==> config.mk <==
export PLATFORM = sky130hd
export DESIGN_NAME = solenoid_rumble_feedback_controller_core_flat
export DESIGN_NICKNAME = d
export VERILOG_FILES = /design/src/hdl/srfc_pkg.sv /design/src/hdl/srfc_if.sv /design/src/hdl/solenoid_rumble_feedback_controller_core.sv /design/src/hdl/srfc_thermal.sv /design/src/flat_wrapper.sv
export SDC_FILE = /design/constraint.sdc
export NUM_CORES = 1
export LEC_CHECK = 0
export BUFFER_PORTS_ARGS = -buffer_cell sky130_fd_sc_hd__buf_2
export CAP_MARGIN = 30
export CELL_PAD_IN_SITES_DETAIL_PLACEMENT = 0
export CELL_PAD_IN_SITES_GLOBAL_PLACEMENT = 1
export CORE_ASPECT_RATIO = 2
export CORE_MARGIN = 2
export CORE_UTILIZATION = 44
export CTS_CLUSTER_DIAMETER = 60
export DETAILED_ROUTE_END_ITERATION = 10
export GPL_ROUTABILITY_DRIVEN = 0
export PLACE_DENSITY = 0.77
export SLEW_MARGIN = 10
export SYNTH_ARGS = -nofsm -noshare
export SYNTH_HDL_FRONTEND = slang
export SYNTH_HIERARCHICAL = 1
export SYNTH_SLANG_ARGS = --single-unit
==> constraint.sdc <==
create_clock -name clock -period 5.25 [get_ports clock]
set_clock_uncertainty 0.05 [all_clocks]
set_input_delay 0.525 -clock clock [delete_from_list [all_inputs] [get_ports clock]]
set_output_delay 0.525 -clock clock [all_outputs]
set_load 0.1 [all_outputs]
==> src/hdl/srfc_pkg.sv <==
// ----------------------------------------------------------------------------
// Solenoid and rumble feedback controller package
// Shared types, register codes, reset values and the ADC conversion function.
// ----------------------------------------------------------------------------
`default_nettype none

package srfc_pkg;

   // Widths of the configuration port and of the timing registers.
   localparam int unsigned CsrIndexWidth = 3;
   localparam int unsigned CsrDataWidth  = 16;
   localparam int unsigned FlagsWidth    = 7;
   localparam int unsigned MsWidth       = 16;
   localparam int unsigned LevelWidth    = 8;
   localparam int unsigned TempWidth     = 10;
   localparam int unsigned TimeWidth     = 32;
   localparam int unsigned AdcWidth      = 12;

   // Thermal sampling interval and default burst length.
   localparam int unsigned SampleIntervalMs  = 3;
   localparam int unsigned BurstShotsDefault = 3;

   // Feature flag bit positions.
   localparam int unsigned FlagSolenoid   = 0;
   localparam int unsigned FlagRumble     = 1;
   localparam int unsigned FlagRumbleFb   = 2;
   localparam int unsigned FlagAutofire   = 3;
   localparam int unsigned FlagBurst      = 4;
   localparam int unsigned FlagTempSensor = 5;
   localparam int unsigned FlagDoubleOff  = 6;

   // Register reset values.
   localparam logic [FlagsWidth-1:0] ResetFlags        = '0;
   localparam logic [MsWidth-1:0]    ResetSolenoidOn   = 16'd45;
   localparam logic [MsWidth-1:0]    ResetSolenoidOff  = 16'd80;
   localparam logic [MsWidth-1:0]    ResetSolenoidHold = 16'd500;
   localparam logic [MsWidth-1:0]    ResetRumbleLength = 16'd150;
   localparam logic [LevelWidth-1:0] ResetRumbleLevel  = 8'd255;
   localparam logic [TempWidth-1:0]  ResetTempWarning  = 10'd42;
   localparam logic [TempWidth-1:0]  ResetTempShutdown = 10'd50;

   // Hysteresis below each threshold, in degrees.
   localparam logic signed [TempWidth:0] Hysteresis = 11'sd5;

   typedef enum logic [CsrIndexWidth-1:0] {
      CSR_FEATURE_FLAGS   = 3'd0,
      CSR_SOLENOID_ON     = 3'd1,
      CSR_SOLENOID_OFF    = 3'd2,
      CSR_SOLENOID_HOLD   = 3'd3,
      CSR_RUMBLE_LENGTH   = 3'd4,
      CSR_RUMBLE_STRENGTH = 3'd5,
      CSR_TEMP_WARNING    = 3'd6,
      CSR_TEMP_SHUTDOWN   = 3'd7
   } csr_index_type;

   typedef enum logic [1:0] {
      ACT_ON_SCREEN  = 2'd0,
      ACT_OFF_SCREEN = 2'd1,
      ACT_RELEASE    = 2'd2,
      ACT_SHUTDOWN   = 2'd3
   } action_type;

   typedef enum logic [1:0] {
      TH_SAFE    = 2'd0,
      TH_WARNING = 2'd1,
      TH_FATAL   = 2'd2
   } thermal_type;

   // Which interval a solenoid toggle is timed against.
   typedef enum logic [1:0] {
      IV_ON         = 2'd0,
      IV_OFF        = 2'd1,
      IV_OFF_SCALED = 2'd2
   } interval_type;

   // Thermal monitor status towards the solenoid timing logic.
   typedef struct packed {
      thermal_type class_now;
      thermal_type class_eff;
   } srfc_therm_type;

   // Temperature in degrees: trunc((adc * 330 - 204800) / 4096).
   function automatic logic signed [TempWidth-1:0] temp_from_adc(
      input logic [AdcWidth-1:0] adc
   );
      logic [20:0]        prod;
      logic signed [21:0] diff;
      prod = {9'd0, adc} * 21'd330;
      diff = $signed({1'b0, prod}) - 22'sd204800;
      // Round toward zero for negative values before the shift.
      if (diff < 22'sd0) begin
         diff = diff + 22'sd4095;
      end
      return diff[21:12];
   endfunction

endpackage

`default_nettype wire

==> src/hdl/srfc_if.sv <==
// ----------------------------------------------------------------------------
// Solenoid and rumble feedback controller channels
// Event request channel and result channel, each with valid/ready handshake.
// ----------------------------------------------------------------------------
`default_nettype none

interface srfc_req_if;
   logic        valid;
   logic        ready;
   logic [1:0]  action;
   logic [31:0] now_ms;
   logic        trigger_held;
   logic [11:0] temp_sample;

   modport source (output valid, action, now_ms, trigger_held, temp_sample, input ready);
   modport sink   (input valid, action, now_ms, trigger_held, temp_sample, output ready);
endinterface

interface srfc_rsp_if;
   logic       valid;
   logic       ready;
   logic       solenoid_drive;
   logic [7:0] rumble_drive;
   logic [1:0] thermal_state;
   logic       burst_active;

   modport source (output valid, solenoid_drive, rumble_drive, thermal_state, burst_active,
                   input ready);
   modport sink   (input valid, solenoid_drive, rumble_drive, thermal_state, burst_active,
                   output ready);
endinterface

`default_nettype wire

==> src/hdl/solenoid_rumble_feedback_controller_core.sv <==
// ----------------------------------------------------------------------------
// Solenoid and rumble feedback controller
// Drives a solenoid (single shot, hold-repeat, autofire, burst) and a rumble
// motor from trigger events, with a thermal monitor that throttles or stops
// the solenoid.
//
//   Channel  Direction  Handshake         Content
//   req      in         valid/ready       action, now_ms, trigger_held, temp_sample
//   rsp      out        valid/ready       solenoid_drive, rumble_drive,
//                                         thermal_state, burst_active
//   csr      in         csr_wr_en only    csr_index, csr_wdata
//
// One event per clock is sustained while the result is taken; a request is
// loaded into the input register, then its result into the result register,
// where it is valid. The state update and all timing compares are combinational
// between the input register and the result register.
// Reset is synchronous and clears the valid flags and controller state; registers take their defaults.
// A stalled result holds the pipeline; a new request is still taken while the
// input register is empty.
// ----------------------------------------------------------------------------
`default_nettype none

module solenoid_rumble_feedback_controller_core
   import srfc_pkg::*;
#(
   parameter int unsigned BURST_SHOTS = BurstShotsDefault
)
(
   input  wire logic                     clock,
   input  wire logic                     reset,
   srfc_req_if.sink                      req,
   srfc_rsp_if.source                    rsp,
   input  wire logic                     csr_wr_en,
   input  wire logic [CsrIndexWidth-1:0] csr_index,
   input  wire logic [CsrDataWidth-1:0]  csr_wdata
);

   localparam int unsigned ShotWidth = $clog2(BURST_SHOTS + 2);
   localparam logic [ShotWidth-1:0] ShotLimit = ShotWidth'(BURST_SHOTS + 1);
   localparam logic [ShotWidth-1:0] ShotOne   = ShotWidth'(1);

   // Configuration registers.
   logic [FlagsWidth-1:0]        flags_ff;
   logic [MsWidth-1:0]           sol_on_ff;
   logic [MsWidth-1:0]           sol_off_ff;
   logic [MsWidth-1:0]           sol_hold_ff;
   logic [MsWidth-1:0]           rum_len_ff;
   logic [LevelWidth-1:0]        rum_strength_ff;
   logic signed [TempWidth-1:0]  temp_warn_ff;
   logic signed [TempWidth-1:0]  temp_shut_ff;

   // Input register.
   logic                         s1_valid_ff;
   action_type                   s1_action_ff;
   logic [TimeWidth-1:0]         s1_now_ff;
   logic                         s1_held_ff;
   logic signed [TempWidth-1:0]  s1_temp_ff;

   // Controller state.
   logic                         sol_level_ff,   sol_level_in;
   logic [TimeWidth-1:0]         sol_mark_ff,    sol_mark_in;
   logic                         first_shot_ff,  first_shot_in;
   logic                         burst_run_ff,   burst_run_in;
   logic [ShotWidth-1:0]         shots_ff,       shots_in;
   logic [ShotWidth-1:0]         synced_ff,      synced_in;
   logic [LevelWidth-1:0]        rum_level_ff,   rum_level_in;
   logic [TimeWidth-1:0]         rum_mark_ff,    rum_mark_in;
   logic                         rum_run_ff,     rum_run_in;
   logic                         rum_done_ff,    rum_done_in;

   // Result register.
   logic                         rsp_valid_ff;
   logic                         rsp_sol_ff;
   logic [LevelWidth-1:0]        rsp_rum_ff;
   thermal_type                  rsp_class_ff;
   logic                         rsp_burst_ff;

   logic                         fire;
   logic                         req_ready;
   logic                         do_burst;
   logic                         sol_act;
   logic                         sol_fs;
   interval_type                 sol_iv;
   logic                         rum_act;
   logic                         therm_attempt;
   logic                         el_ge_iv;
   logic                         rum_end;
   thermal_type                  class_out;
   srfc_therm_type               therm;

   logic [TimeWidth-1:0]         sol_el;
   logic [TimeWidth-1:0]         rum_el;
   logic [TimeWidth-1:0]         off_scaled;
   logic                         el_ge_on;
   logic                         el_ge_off;
   logic                         el_ge_off_scaled;
   logic                         el_ge_hold;
   logic                         el_ge_warn;

   // Handshake: the event is processed when the result register is free.
   assign fire      = s1_valid_ff && (!rsp_valid_ff || rsp.ready);
   assign req_ready = !s1_valid_ff || fire;
   assign req.ready = req_ready;

   // Configuration writes.
   always_ff @(posedge clock) begin
      if (reset) begin
         flags_ff        <= ResetFlags;
         sol_on_ff       <= ResetSolenoidOn;
         sol_off_ff      <= ResetSolenoidOff;
         sol_hold_ff     <= ResetSolenoidHold;
         rum_len_ff      <= ResetRumbleLength;
         rum_strength_ff <= ResetRumbleLevel;
         temp_warn_ff    <= ResetTempWarning;
         temp_shut_ff    <= ResetTempShutdown;
      end else if (csr_wr_en) begin
         unique case (csr_index_type'(csr_index))
            CSR_FEATURE_FLAGS:   flags_ff        <= csr_wdata[FlagsWidth-1:0];
            CSR_SOLENOID_ON:     sol_on_ff       <= csr_wdata[MsWidth-1:0];
            CSR_SOLENOID_OFF:    sol_off_ff      <= csr_wdata[MsWidth-1:0];
            CSR_SOLENOID_HOLD:   sol_hold_ff     <= csr_wdata[MsWidth-1:0];
            CSR_RUMBLE_LENGTH:   rum_len_ff      <= csr_wdata[MsWidth-1:0];
            CSR_RUMBLE_STRENGTH: rum_strength_ff <= csr_wdata[LevelWidth-1:0];
            CSR_TEMP_WARNING:    temp_warn_ff    <= csr_wdata[TempWidth-1:0];
            CSR_TEMP_SHUTDOWN:   temp_shut_ff    <= csr_wdata[TempWidth-1:0];
         endcase
      end
   end

   // Input register; the ADC sample is converted to degrees on the way in.
   always_ff @(posedge clock) begin
      if (reset) begin
         s1_valid_ff <= 1'b0;
      end else if (req_ready) begin
         s1_valid_ff <= req.valid;
      end
   end

   always_ff @(posedge clock) begin
      if (req_ready && req.valid) begin
         s1_action_ff <= action_type'(req.action);
         s1_now_ff    <= req.now_ms;
         s1_held_ff   <= req.trigger_held;
         s1_temp_ff   <= temp_from_adc(req.temp_sample);
      end
   end

   // Elapsed times and interval compares, all in parallel.
   assign sol_el     = s1_now_ff - sol_mark_ff;
   assign rum_el     = s1_now_ff - rum_mark_ff;
   assign off_scaled = flags_ff[FlagDoubleOff] ? {15'd0, sol_off_ff, 1'b0}
                                               : {16'd0, sol_off_ff};

   assign el_ge_on         = sol_el >= {16'd0, sol_on_ff};
   assign el_ge_off        = sol_el >= {16'd0, sol_off_ff};
   assign el_ge_off_scaled = sol_el >= off_scaled;
   assign el_ge_hold       = sol_el >= {16'd0, sol_hold_ff};
   assign el_ge_warn       = sol_el >= {14'd0, sol_off_ff, 2'b00};

   // Rumble pulse end, halved length in rumble-as-feedback mode, where autofire keeps it running.
   always_comb begin
      if (flags_ff[FlagRumbleFb]) begin
         rum_end = !flags_ff[FlagAutofire] && (rum_el >= {17'd0, rum_len_ff[MsWidth-1:1]});
      end else begin
         rum_end = rum_el >= {16'd0, rum_len_ff};
      end
   end

   // Thermal monitor.
   srfc_thermal u_thermal (
      .clock      (clock),
      .reset      (reset),
      .now_ms     (s1_now_ff),
      .temp_c     (s1_temp_ff),
      .warning_c  (temp_warn_ff),
      .shutdown_c (temp_shut_ff),
      .attempt    (therm_attempt),
      .status     (therm)
   );

   // Event decoding and next state.
   always_comb begin
      sol_level_in  = sol_level_ff;
      sol_mark_in   = sol_mark_ff;
      first_shot_in = first_shot_ff;
      burst_run_in  = burst_run_ff;
      shots_in      = shots_ff;
      synced_in     = synced_ff;
      rum_level_in  = rum_level_ff;
      rum_mark_in   = rum_mark_ff;
      rum_run_in    = rum_run_ff;
      rum_done_in   = rum_done_ff;
      do_burst      = 1'b0;
      sol_act       = 1'b0;
      sol_fs        = first_shot_ff;
      sol_iv        = IV_ON;
      rum_act       = 1'b0;
      therm_attempt = 1'b0;
      el_ge_iv      = 1'b0;

      if (fire) begin
         unique case (s1_action_ff)
            ACT_ON_SCREEN: begin
               if (flags_ff[FlagSolenoid]) begin
                  if (!s1_held_ff) begin
                     // Fresh pull: first shot fires at once.
                     if (flags_ff[FlagBurst] && !burst_run_ff) begin
                        sol_act       = 1'b1;
                        sol_fs        = 1'b1;
                        first_shot_in = 1'b0;
                        burst_run_in  = 1'b1;
                        shots_in      = ShotOne;
                        synced_in     = ShotOne;
                     end else if (!flags_ff[FlagBurst]) begin
                        sol_act       = 1'b1;
                        sol_fs        = 1'b1;
                        first_shot_in = !flags_ff[FlagAutofire];
                     end
                  end else if (burst_run_ff) begin
                     do_burst = 1'b1;
                  end else if (flags_ff[FlagAutofire] && !flags_ff[FlagBurst]) begin
                     sol_act = 1'b1;
                     sol_iv  = sol_level_ff ? IV_ON : IV_OFF_SCALED;
                  end else if (first_shot_ff) begin
                     // Single shot held: end the pulse, then wait the hold time.
                     if (sol_level_ff) begin
                        if (el_ge_on) begin
                           sol_level_in = 1'b0;
                        end
                     end else if (el_ge_hold) begin
                        sol_act       = 1'b1;
                        sol_fs        = 1'b1;
                        first_shot_in = 1'b0;
                     end
                  end else if (!flags_ff[FlagBurst]) begin
                     sol_act = 1'b1;
                     sol_iv  = sol_level_ff ? IV_ON : IV_OFF;
                  end
               end else if (flags_ff[FlagRumble] && flags_ff[FlagRumbleFb] &&
                            !rum_done_ff && !s1_held_ff) begin
                  rum_act = 1'b1;
               end
               if (flags_ff[FlagRumble] && rum_run_ff && s1_held_ff) begin
                  rum_act = 1'b1;
               end
            end
            ACT_OFF_SCREEN: begin
               if (flags_ff[FlagRumble]) begin
                  if (!flags_ff[FlagRumbleFb] && !rum_done_ff && !s1_held_ff) begin
                     rum_act = 1'b1;
                  end else if (rum_run_ff) begin
                     rum_act = 1'b1;
                  end
               end
               if (burst_run_ff) begin
                  do_burst = 1'b1;
               end else if (sol_level_ff && !flags_ff[FlagBurst]) begin
                  sol_act = 1'b1;
                  sol_iv  = IV_ON;
               end
            end
            ACT_RELEASE: begin
               if (flags_ff[FlagSolenoid]) begin
                  if (burst_run_ff) begin
                     do_burst = 1'b1;
                  end else if (!flags_ff[FlagBurst] && sol_level_ff) begin
                     first_shot_in = 1'b0;
                     if (el_ge_on) begin
                        sol_mark_in  = s1_now_ff;
                        sol_level_in = 1'b0;
                     end
                  end
               end
               if (flags_ff[FlagRumbleFb] && flags_ff[FlagAutofire]) begin
                  if (rum_run_ff || rum_done_ff) begin
                     rum_level_in = '0;
                     rum_run_in   = 1'b0;
                     rum_done_in  = 1'b0;
                  end
               end else if (rum_run_ff) begin
                  rum_act = 1'b1;
               end else if (rum_done_ff) begin
                  rum_done_in = 1'b0;
               end
            end
            ACT_SHUTDOWN: begin
               sol_level_in  = 1'b0;
               rum_level_in  = '0;
               first_shot_in = 1'b0;
               rum_run_in    = 1'b0;
               rum_done_in   = 1'b0;
               burst_run_in  = 1'b0;
               shots_in      = '0;
            end
         endcase
      end

      // Burst step: count shots on each release edge, stop past the limit.
      if (do_burst) begin
         if (shots_ff < ShotLimit) begin
            if (!sol_level_ff && shots_ff == synced_ff) begin
               shots_in = shots_ff + ShotOne;
            end
            sol_act = 1'b1;
            if (!sol_level_ff) begin
               sol_iv = IV_OFF_SCALED;
            end else begin
               synced_in = shots_ff;
               sol_iv    = IV_ON;
            end
         end else begin
            burst_run_in = 1'b0;
            shots_in     = '0;
         end
      end

      unique case (sol_iv)
         IV_ON:         el_ge_iv = el_ge_on;
         IV_OFF:        el_ge_iv = el_ge_off;
         IV_OFF_SCALED: el_ge_iv = el_ge_off_scaled;
         default:       el_ge_iv = el_ge_on;
      endcase

      // Solenoid activation with thermal throttling.
      if (sol_act) begin
         if (sol_fs) begin
            sol_mark_in  = s1_now_ff;
            sol_level_in = 1'b1;
         end else if (flags_ff[FlagTempSensor]) begin
            therm_attempt = 1'b1;
            if (therm.class_eff == TH_FATAL) begin
               sol_level_in = 1'b0;
            end else if (therm.class_eff == TH_WARNING && !sol_level_ff) begin
               if (el_ge_warn) begin
                  sol_mark_in  = s1_now_ff;
                  sol_level_in = 1'b1;
               end
            end else if (el_ge_iv) begin
               sol_mark_in  = s1_now_ff;
               sol_level_in = !sol_level_ff;
            end
         end else if (el_ge_iv) begin
            sol_mark_in  = s1_now_ff;
            sol_level_in = !sol_level_ff;
         end
      end

      // Rumble activation: start a pulse, or end a running one when timed out.
      if (rum_act) begin
         if (rum_run_ff) begin
            if (rum_end) begin
               rum_level_in = '0;
               rum_run_in   = 1'b0;
               rum_done_in  = 1'b1;
            end
         end else begin
            rum_mark_in  = s1_now_ff;
            rum_level_in = rum_strength_ff;
            rum_run_in   = 1'b1;
         end
      end
   end

   assign class_out = therm_attempt ? therm.class_eff : therm.class_now;

   // State registers; next values equal current ones unless an event fires.
   always_ff @(posedge clock) begin
      if (reset) begin
         sol_level_ff  <= 1'b0;
         sol_mark_ff   <= '0;
         first_shot_ff <= 1'b0;
         burst_run_ff  <= 1'b0;
         shots_ff      <= '0;
         synced_ff     <= '0;
         rum_level_ff  <= '0;
         rum_mark_ff   <= '0;
         rum_run_ff    <= 1'b0;
         rum_done_ff   <= 1'b0;
      end else begin
         sol_level_ff  <= sol_level_in;
         sol_mark_ff   <= sol_mark_in;
         first_shot_ff <= first_shot_in;
         burst_run_ff  <= burst_run_in;
         shots_ff      <= shots_in;
         synced_ff     <= synced_in;
         rum_level_ff  <= rum_level_in;
         rum_mark_ff   <= rum_mark_in;
         rum_run_ff    <= rum_run_in;
         rum_done_ff   <= rum_done_in;
      end
   end

   // Result register.
   always_ff @(posedge clock) begin
      if (reset) begin
         rsp_valid_ff <= 1'b0;
      end else if (fire) begin
         rsp_valid_ff <= 1'b1;
      end else if (rsp.ready) begin
         rsp_valid_ff <= 1'b0;
      end
   end

   always_ff @(posedge clock) begin
      if (fire) begin
         rsp_sol_ff   <= sol_level_in;
         rsp_rum_ff   <= rum_level_in;
         rsp_class_ff <= class_out;
         rsp_burst_ff <= burst_run_in;
      end
   end

   assign rsp.valid          = rsp_valid_ff;
   assign rsp.solenoid_drive = rsp_sol_ff;
   assign rsp.rumble_drive   = rsp_rum_ff;
   assign rsp.thermal_state  = rsp_class_ff;
   assign rsp.burst_active   = rsp_burst_ff;

   // A shutdown event always reports everything off.
   a_shutdown_clears: assert property (@(posedge clock) disable iff (reset)
      (fire && s1_action_ff == ACT_SHUTDOWN) |=>
      (!rsp_sol_ff && rsp_rum_ff == '0 && !rsp_burst_ff))
      else $error("shutdown result not cleared");

   // The burst shot counter never passes its end count.
   a_burst_bound: assert property (@(posedge clock) disable iff (reset)
      shots_ff <= ShotLimit)
      else $error("burst shot counter out of range");

   // The rumble motor is only driven while a pulse is running.
   a_rumble_running: assert property (@(posedge clock) disable iff (reset)
      (rum_level_ff != '0) |-> rum_run_ff)
      else $error("rumble driven without a running pulse");

   // An event held in the input register is not dropped while the result stalls.
   a_event_held: assert property (@(posedge clock) disable iff (reset)
      (s1_valid_ff && !fire) |=> (s1_valid_ff && $stable(s1_now_ff)))
      else $error("pending event lost");

endmodule

`default_nettype wire

==> src/hdl/srfc_thermal.sv <==
// ----------------------------------------------------------------------------
// Thermal monitor
// Takes one sample per interval, averages four and classifies the temperature
// as safe, warning or fatal with hysteresis below each threshold.
// ----------------------------------------------------------------------------
`default_nettype none

module srfc_thermal
   import srfc_pkg::*;
(
   input  wire logic                        clock,
   input  wire logic                        reset,
   input  wire logic [TimeWidth-1:0]        now_ms,
   input  wire logic signed [TempWidth-1:0] temp_c,
   input  wire logic signed [TempWidth-1:0] warning_c,
   input  wire logic signed [TempWidth-1:0] shutdown_c,
   input  wire logic                        attempt,
   output srfc_therm_type                   status
);

   logic [TimeWidth-1:0]        mark_ff;
   logic [TimeWidth-1:0]        mark_in;
   logic [1:0]                  slot_ff;
   logic [1:0]                  slot_in;
   logic signed [TempWidth:0]   psum_ff;
   logic signed [TempWidth:0]   psum_in;
   thermal_type                 class_ff;
   thermal_type                 class_in;

   logic [TimeWidth-1:0]        elapsed;
   logic                        due;
   logic [TempWidth+1:0]        sum;
   logic signed [TempWidth-1:0] avg;
   logic signed [TempWidth:0]   avg_x;
   logic signed [TempWidth:0]   warn_x;
   logic signed [TempWidth:0]   shut_x;
   logic signed [TempWidth:0]   warn_lo;
   logic signed [TempWidth:0]   shut_lo;
   thermal_type                 class_new;

   // A sample is due once more than the interval has passed.
   assign elapsed = now_ms - mark_ff;
   assign due     = elapsed > TimeWidth'(SampleIntervalMs);

   // Sum of the three stored samples and the new one, floored divide by four.
   assign sum   = {psum_ff[TempWidth], psum_ff} + {{2{temp_c[TempWidth-1]}}, temp_c};
   assign avg   = sum[TempWidth+1:2];
   assign avg_x = {avg[TempWidth-1], avg};

   assign warn_x  = {warning_c[TempWidth-1], warning_c};
   assign shut_x  = {shutdown_c[TempWidth-1], shutdown_c};
   assign warn_lo = warn_x - Hysteresis;
   assign shut_lo = shut_x - Hysteresis;

   // Classification of the new average against the current class.
   always_comb begin
      unique case (class_ff)
         TH_FATAL: begin
            class_new = (avg_x < shut_lo) ? TH_WARNING : TH_FATAL;
         end
         TH_WARNING: begin
            if (avg_x >= shut_x) begin
               class_new = TH_FATAL;
            end else if (avg_x < warn_lo) begin
               class_new = TH_SAFE;
            end else begin
               class_new = TH_WARNING;
            end
         end
         TH_SAFE: begin
            if (avg_x >= shut_x) begin
               class_new = TH_FATAL;
            end else if (avg_x >= warn_x) begin
               class_new = TH_WARNING;
            end else begin
               class_new = TH_SAFE;
            end
         end
         default: begin
            class_new = class_ff;
         end
      endcase
   end

   // Class as it stands after a sample attempt in this cycle.
   assign status.class_now = class_ff;
   assign status.class_eff = (due && slot_ff == 2'd3) ? class_new : class_ff;

   // Sample history update: the partial sum stands in for the first three slots.
   always_comb begin
      mark_in  = mark_ff;
      slot_in  = slot_ff;
      psum_in  = psum_ff;
      class_in = class_ff;
      if (attempt && due) begin
         mark_in = now_ms;
         if (slot_ff == 2'd3) begin
            slot_in  = 2'd0;
            class_in = class_new;
         end else begin
            slot_in = slot_ff + 2'd1;
            if (slot_ff == 2'd0) begin
               psum_in = {temp_c[TempWidth-1], temp_c};
            end else begin
               psum_in = psum_ff + {temp_c[TempWidth-1], temp_c};
            end
         end
      end
   end

   always_ff @(posedge clock) begin
      if (reset) begin
         mark_ff  <= '0;
         slot_ff  <= 2'd0;
         class_ff <= TH_SAFE;
      end else begin
         mark_ff  <= mark_in;
         slot_ff  <= slot_in;
         class_ff <= class_in;
      end
   end

   // Partial sum is always rewritten at slot zero before it is read.
   always_ff @(posedge clock) begin
      psum_ff <= psum_in;
   end

endmodule

`default_nettype wire

==> src/flat_wrapper.sv <==
// flat-port wrapper written by rule: the top's interface ports become plain ports
module solenoid_rumble_feedback_controller_core_flat import srfc_pkg::*;
#(
   parameter int unsigned BURST_SHOTS = BurstShotsDefault
)
  (clock, reset, csr_wr_en, csr_index, csr_wdata, req_valid, req_action, req_now_ms, req_trigger_held, req_temp_sample, req_ready, rsp_valid, rsp_solenoid_drive, rsp_rumble_drive, rsp_thermal_state, rsp_burst_active, rsp_ready);
  srfc_req_if req_i ();
  srfc_rsp_if rsp_i ();
  input  wire logic clock;
  input  wire logic reset;
  input  wire logic csr_wr_en;
  input  wire logic [CsrIndexWidth-1:0] csr_index;
  input  wire logic [CsrDataWidth-1:0] csr_wdata;
  input wire logic [$bits(req_i.valid)-1:0] req_valid;
  input wire logic [$bits(req_i.action)-1:0] req_action;
  input wire logic [$bits(req_i.now_ms)-1:0] req_now_ms;
  input wire logic [$bits(req_i.trigger_held)-1:0] req_trigger_held;
  input wire logic [$bits(req_i.temp_sample)-1:0] req_temp_sample;
  output wire logic [$bits(req_i.ready)-1:0] req_ready;
  output wire logic [$bits(rsp_i.valid)-1:0] rsp_valid;
  output wire logic [$bits(rsp_i.solenoid_drive)-1:0] rsp_solenoid_drive;
  output wire logic [$bits(rsp_i.rumble_drive)-1:0] rsp_rumble_drive;
  output wire logic [$bits(rsp_i.thermal_state)-1:0] rsp_thermal_state;
  output wire logic [$bits(rsp_i.burst_active)-1:0] rsp_burst_active;
  input wire logic [$bits(rsp_i.ready)-1:0] rsp_ready;
  assign req_i.valid = req_valid;
  assign req_i.action = req_action;
  assign req_i.now_ms = req_now_ms;
  assign req_i.trigger_held = req_trigger_held;
  assign req_i.temp_sample = req_temp_sample;
  assign req_ready = req_i.ready;
  assign rsp_valid = rsp_i.valid;
  assign rsp_solenoid_drive = rsp_i.solenoid_drive;
  assign rsp_rumble_drive = rsp_i.rumble_drive;
  assign rsp_thermal_state = rsp_i.thermal_state;
  assign rsp_burst_active = rsp_i.burst_active;
  assign rsp_i.ready = rsp_ready;
  solenoid_rumble_feedback_controller_core #(.BURST_SHOTS(BURST_SHOTS)) u_core (.clock(clock), .reset(reset), .req(req_i), .rsp(rsp_i), .csr_wr_en(csr_wr_en), .csr_index(csr_index), .csr_wdata(csr_wdata));
endmodule
==> flow_summary.json <==
{
  "outcome": "finished, final reports clean",
  "htree_num_levels": 1,
  "drv_slew": 0,
  "dp_hpwl_mm": 56.6,
  "synth_area_per_cell_sq_um": 8.17,
  "synth-async-reset-ratio": 0,
  "placedInstanceArea_sq_mm": 0.0261,
  "dieArea_sq_mm": 0.0564,
  "final_standard_cell_utilization_of_the_core": 0.513,
  "synth_edf_count": 68,
  "whs_endpoint": "u_core/s1_now_ff[19]",
  "cts_num_sinks": 288,
  "drt_first_pass_iters": 5,
  "post_layout_inst_area_sq_mm": 0.0278,
  "timing.final.crit_share": 0.991,
  "final.min_clock_period_ps": 5200,
  "hold_path.startpoint": "req_now_ms[19]",
  "worst_r2r_path_depth": 21,
  "grt.overflow.total": 0,
  "worst_rel_slew_slack": 0.355,
  "power_leakage_uw": 0.0117,
  "net_count_final": 3562,
  "first_global_vias": 22600,
  "element_type_at_the_critical_path_start": "flop",
  "area.growth.synth_to_final_pct": 16.1,
  "sequential_area_share_after_synthesis": 0.269,
  "timing.rr.start": "u_core/s1_now_ff[1]",
  "finalSetupViolCount": 0,
  "num_io_pins": 85,
  "clockRootBuffer": "clkbuf_16",
  "core_area_sq_mm": 0.0542,
  "post_route_cells_drive_above_1_share": 0.151,
  "whs_ps": 44.6,
  "fin_cells": 3849,
  "critical_path.max_fanout": 8,
  "power_uw": 8160,
  "num_rows": 121,
  "numPortBuffers": 84,
  "grt_first_pass_wirelength_mm": 113,
  "max_freq_mhz": 192,
  "cp_data_arrival_time_ps": 5680,
  "worst_ir_drop_vdd_mv": 0.229,
  "grt_max_degree": 130,
  "hold_viol": 0,
  "wl_per_cell_um": 18.5,
  "cells_after_synth": 2932,
  "wirelength_mm": 71.1,
  "postSynthNetCount": 3345,
  "timing.hold.worst.class": "primary input to flop",
  "antenna_found_initial": 0,
  "syn_area_sq_mm": 0.0240,
  "total_clock_buffers_created_by_cts": 31,
  "setup.worst_path.end_class": "flop",
  "timing.setup.critical_path_class": "flop to flop",
  "drv.max_cap_violation_count": 0,
  "count_of_hold_fix_buffers_inserted_at_cts": 0,
  "placed_cells_incl_taps": 3770,
  "dr.first_iter.drc_count": 1006,
  "synth_warnings": 6,
  "timing.reg2reg.setup_slack_ps": 50,
  "floorplan.initialDensity": 0.442,
  "clkLatencyLatePin_ps": 600,
  "p_per_area_mw_per_mm2": 293,
  "chipWidth_um": 169,
  "filler_cell_count": 5234,
  "globalRouteTotalUtil": 0.249,
  "synthFlopType": "dfxtp_1",
  "synth.ff_latch_count": 288,
  "antenna-diode-count": 0,
  "die_h_um": 334,
  "ant_nets": 0,
  "timing.rr.end": "u_core/sol_mark_ff[30]",
  "cts_tree": "done",
  "clk_transition_reported_paths_ps": 70,
  "dr_total_vias": 21800,
  "number_of_different_library_cells_in_the_post_synthesis_netlist": 105,
  "worst_slew_pin_slew_ps": 968,
  "detail_route.vias_per_cell": 5.67,
  "rsz0062_at_grt": "true",
  "worst-endpoint-required_ps": 5720,
  "min_path_cells": 1,
  "drc": 0,
  "cts-root-to-sink-buffers": 3
}
final cells by class:
cell class	count	area (sq um)	share of cell area
Multi-Input combinational cell	2252	16300	0.587
Timing Repair Buffer	294	2090	0.0751
Sequential cell	288	6450	0.232
Clock buffer	35	812	0.0292
Clock inverter	22	240	0.00864
Inverter	282	1060	0.0381
Tap cell	676	846	0.0304
flip-flops by register name (all words and copies together) (netlist names), 10 cells and up:
register,count
u_core/s1_temp_ff,10
u_core/sol_off_ff,16
u_core/sol_on_ff,16
u_core/s1_now_ff,32
u_core/sol_hold_ff,16
u_core/temp_warn_ff,10
u_core/temp_shut_ff,10
u_core/u_thermal/mark_ff,32
u_core/sol_mark_ff,32
u_core/rum_mark_ff,32
u_core/u_thermal/psum_ff,11
u_core/rum_len_ff,16
per-layer routing:
| layer | vias to the layer above | global-route usage | share of wire |
|---|---|---|---|
| li1 | 10800 | - | - |
| met1 | 10400 | 0.239 | 0.36 |
| met2 | 430 | 0.503 | 0.55 |
| met3 | 199 | 0.0179 | 0.025 |
| met4 | 0 | 0.150 | 0.066 |
| met5 | - | 0 | 0 |
stage by stage:
step | setup WS [ps] | TNS, ps
final | 47.1 | 0
after global routing | -204 | -5310
after CTS | -57.2 | -943
after detailed placement | -538 | -18390
after global placement | -345 | -12600
after floorplan | 41.9 | 0
worst max-delay path: stages (launching register included):
cell and delay [ps]:
edfxtp_1 400, buf_4 160, ha_1 270, nor2b_2 160
o31a_1 330, o21ai_0 330, buf_4 200, nand3_1 100
a211oi_1 290, xnor2_1 120, or4_4 550, o41ai_2 350
buf_4 220, nand2_1 60, o21ai_1 90, buf_4 170
nor3b_4 240, and4_1 250, or3_4 130, o21ba_4 280
buf_8 190, mux2i_1 210
cell families after synthesis:
group | Yosys count | share of synthesized area
xor gates and xnor gates | 96 | 0.0351
adders and majority gates | 342 | 0.184
DFF | 288 | 0.269
buffers and inverters | 392 | 0.0675
muxes | 111 | 0.0472
and+or+nand+nor | 960 | 0.196
AOI/OAI and AO/OA | 743 | 0.201
worst max-delay path by stage:
stage / start / endpoint / slack, ps
detailed placement: u_core/s1_temp_ff[0] / u_core/sol_mark_ff[29] / -540
finish: u_core/s1_now_ff[1] / u_core/sol_mark_ff[30] / 50
global route: u_core/s1_temp_ff[0] / u_core/sol_mark_ff[28] / -200
CTS: u_core/s1_temp_ff[0] / u_core/sol_mark_ff[28] / -60
global placement: u_core/s1_temp_ff[0] / u_core/sol_mark_ff[27] / -340
floorplan: req_temp_sample[1] / u_core/s1_temp_ff[4] / 40
cells in the mapped netlist, drive strengths merged, types with 46 or more instances:
| master | n | area, sq um |
|---|---|---|
| nand2b | 82 | 513 |
| mux2i | 99 | 991 |
| xnor2 | 59 | 517 |
| nor2 | 179 | 674 |
| a21oi | 272 | 1380 |
| nand2 | 383 | 1440 |
| clkbuf | 84 | 324 |
| nand4 | 47 | 309 |
| edfxtp | 68 | 2040 |
| a21o | 68 | 512 |
| o21a | 46 | 347 |
| dfxtp | 220 | 4400 |
| o21ai | 134 | 674 |
| ha | 324 | 4050 |
| inv | 282 | 1060 |
layout by cell type, fill, tap and decap left out, drive strengths merged, types with 35 or more instances in the layout:
cell,Yosys,layout
o21a,46,46
ha,324,324
a21oi,272,272
a21o,68,68
nor2,179,179
nand4,47,47
xor2,37,37
nor2b,42,42
xnor2,59,59
inv,282,291
buf,26,294
nor3,44,44
mux2i,99,99
nand2b,82,82
dfxtp,220,220
nand3,44,44
nand2,383,383
o21ai,134,134
edfxtp,68,68
clkbuf,84,35
power by group:
| part | internal, uW | total, uW | switching (uW) |
|---|---|---|---|
| clock network | 1280 | 2310 | 1030 |
| registers | 2400 | 2450 | 58.3 |
| logic | 1520 | 3390 | 1870 |
| total | 5200 | 8160 | 2950 |
what timing repair did:
action / in CTS / in global routing
hold endpoints to repair: 0 / 0
gates resized for setup: 42 / 67
gates cloned: 2 / 0
pin swaps: 30 / 45
setup endpoints to repair: 50 / 53
buffers inserted: 14 / 6
(Power assumes the default switching activity.)
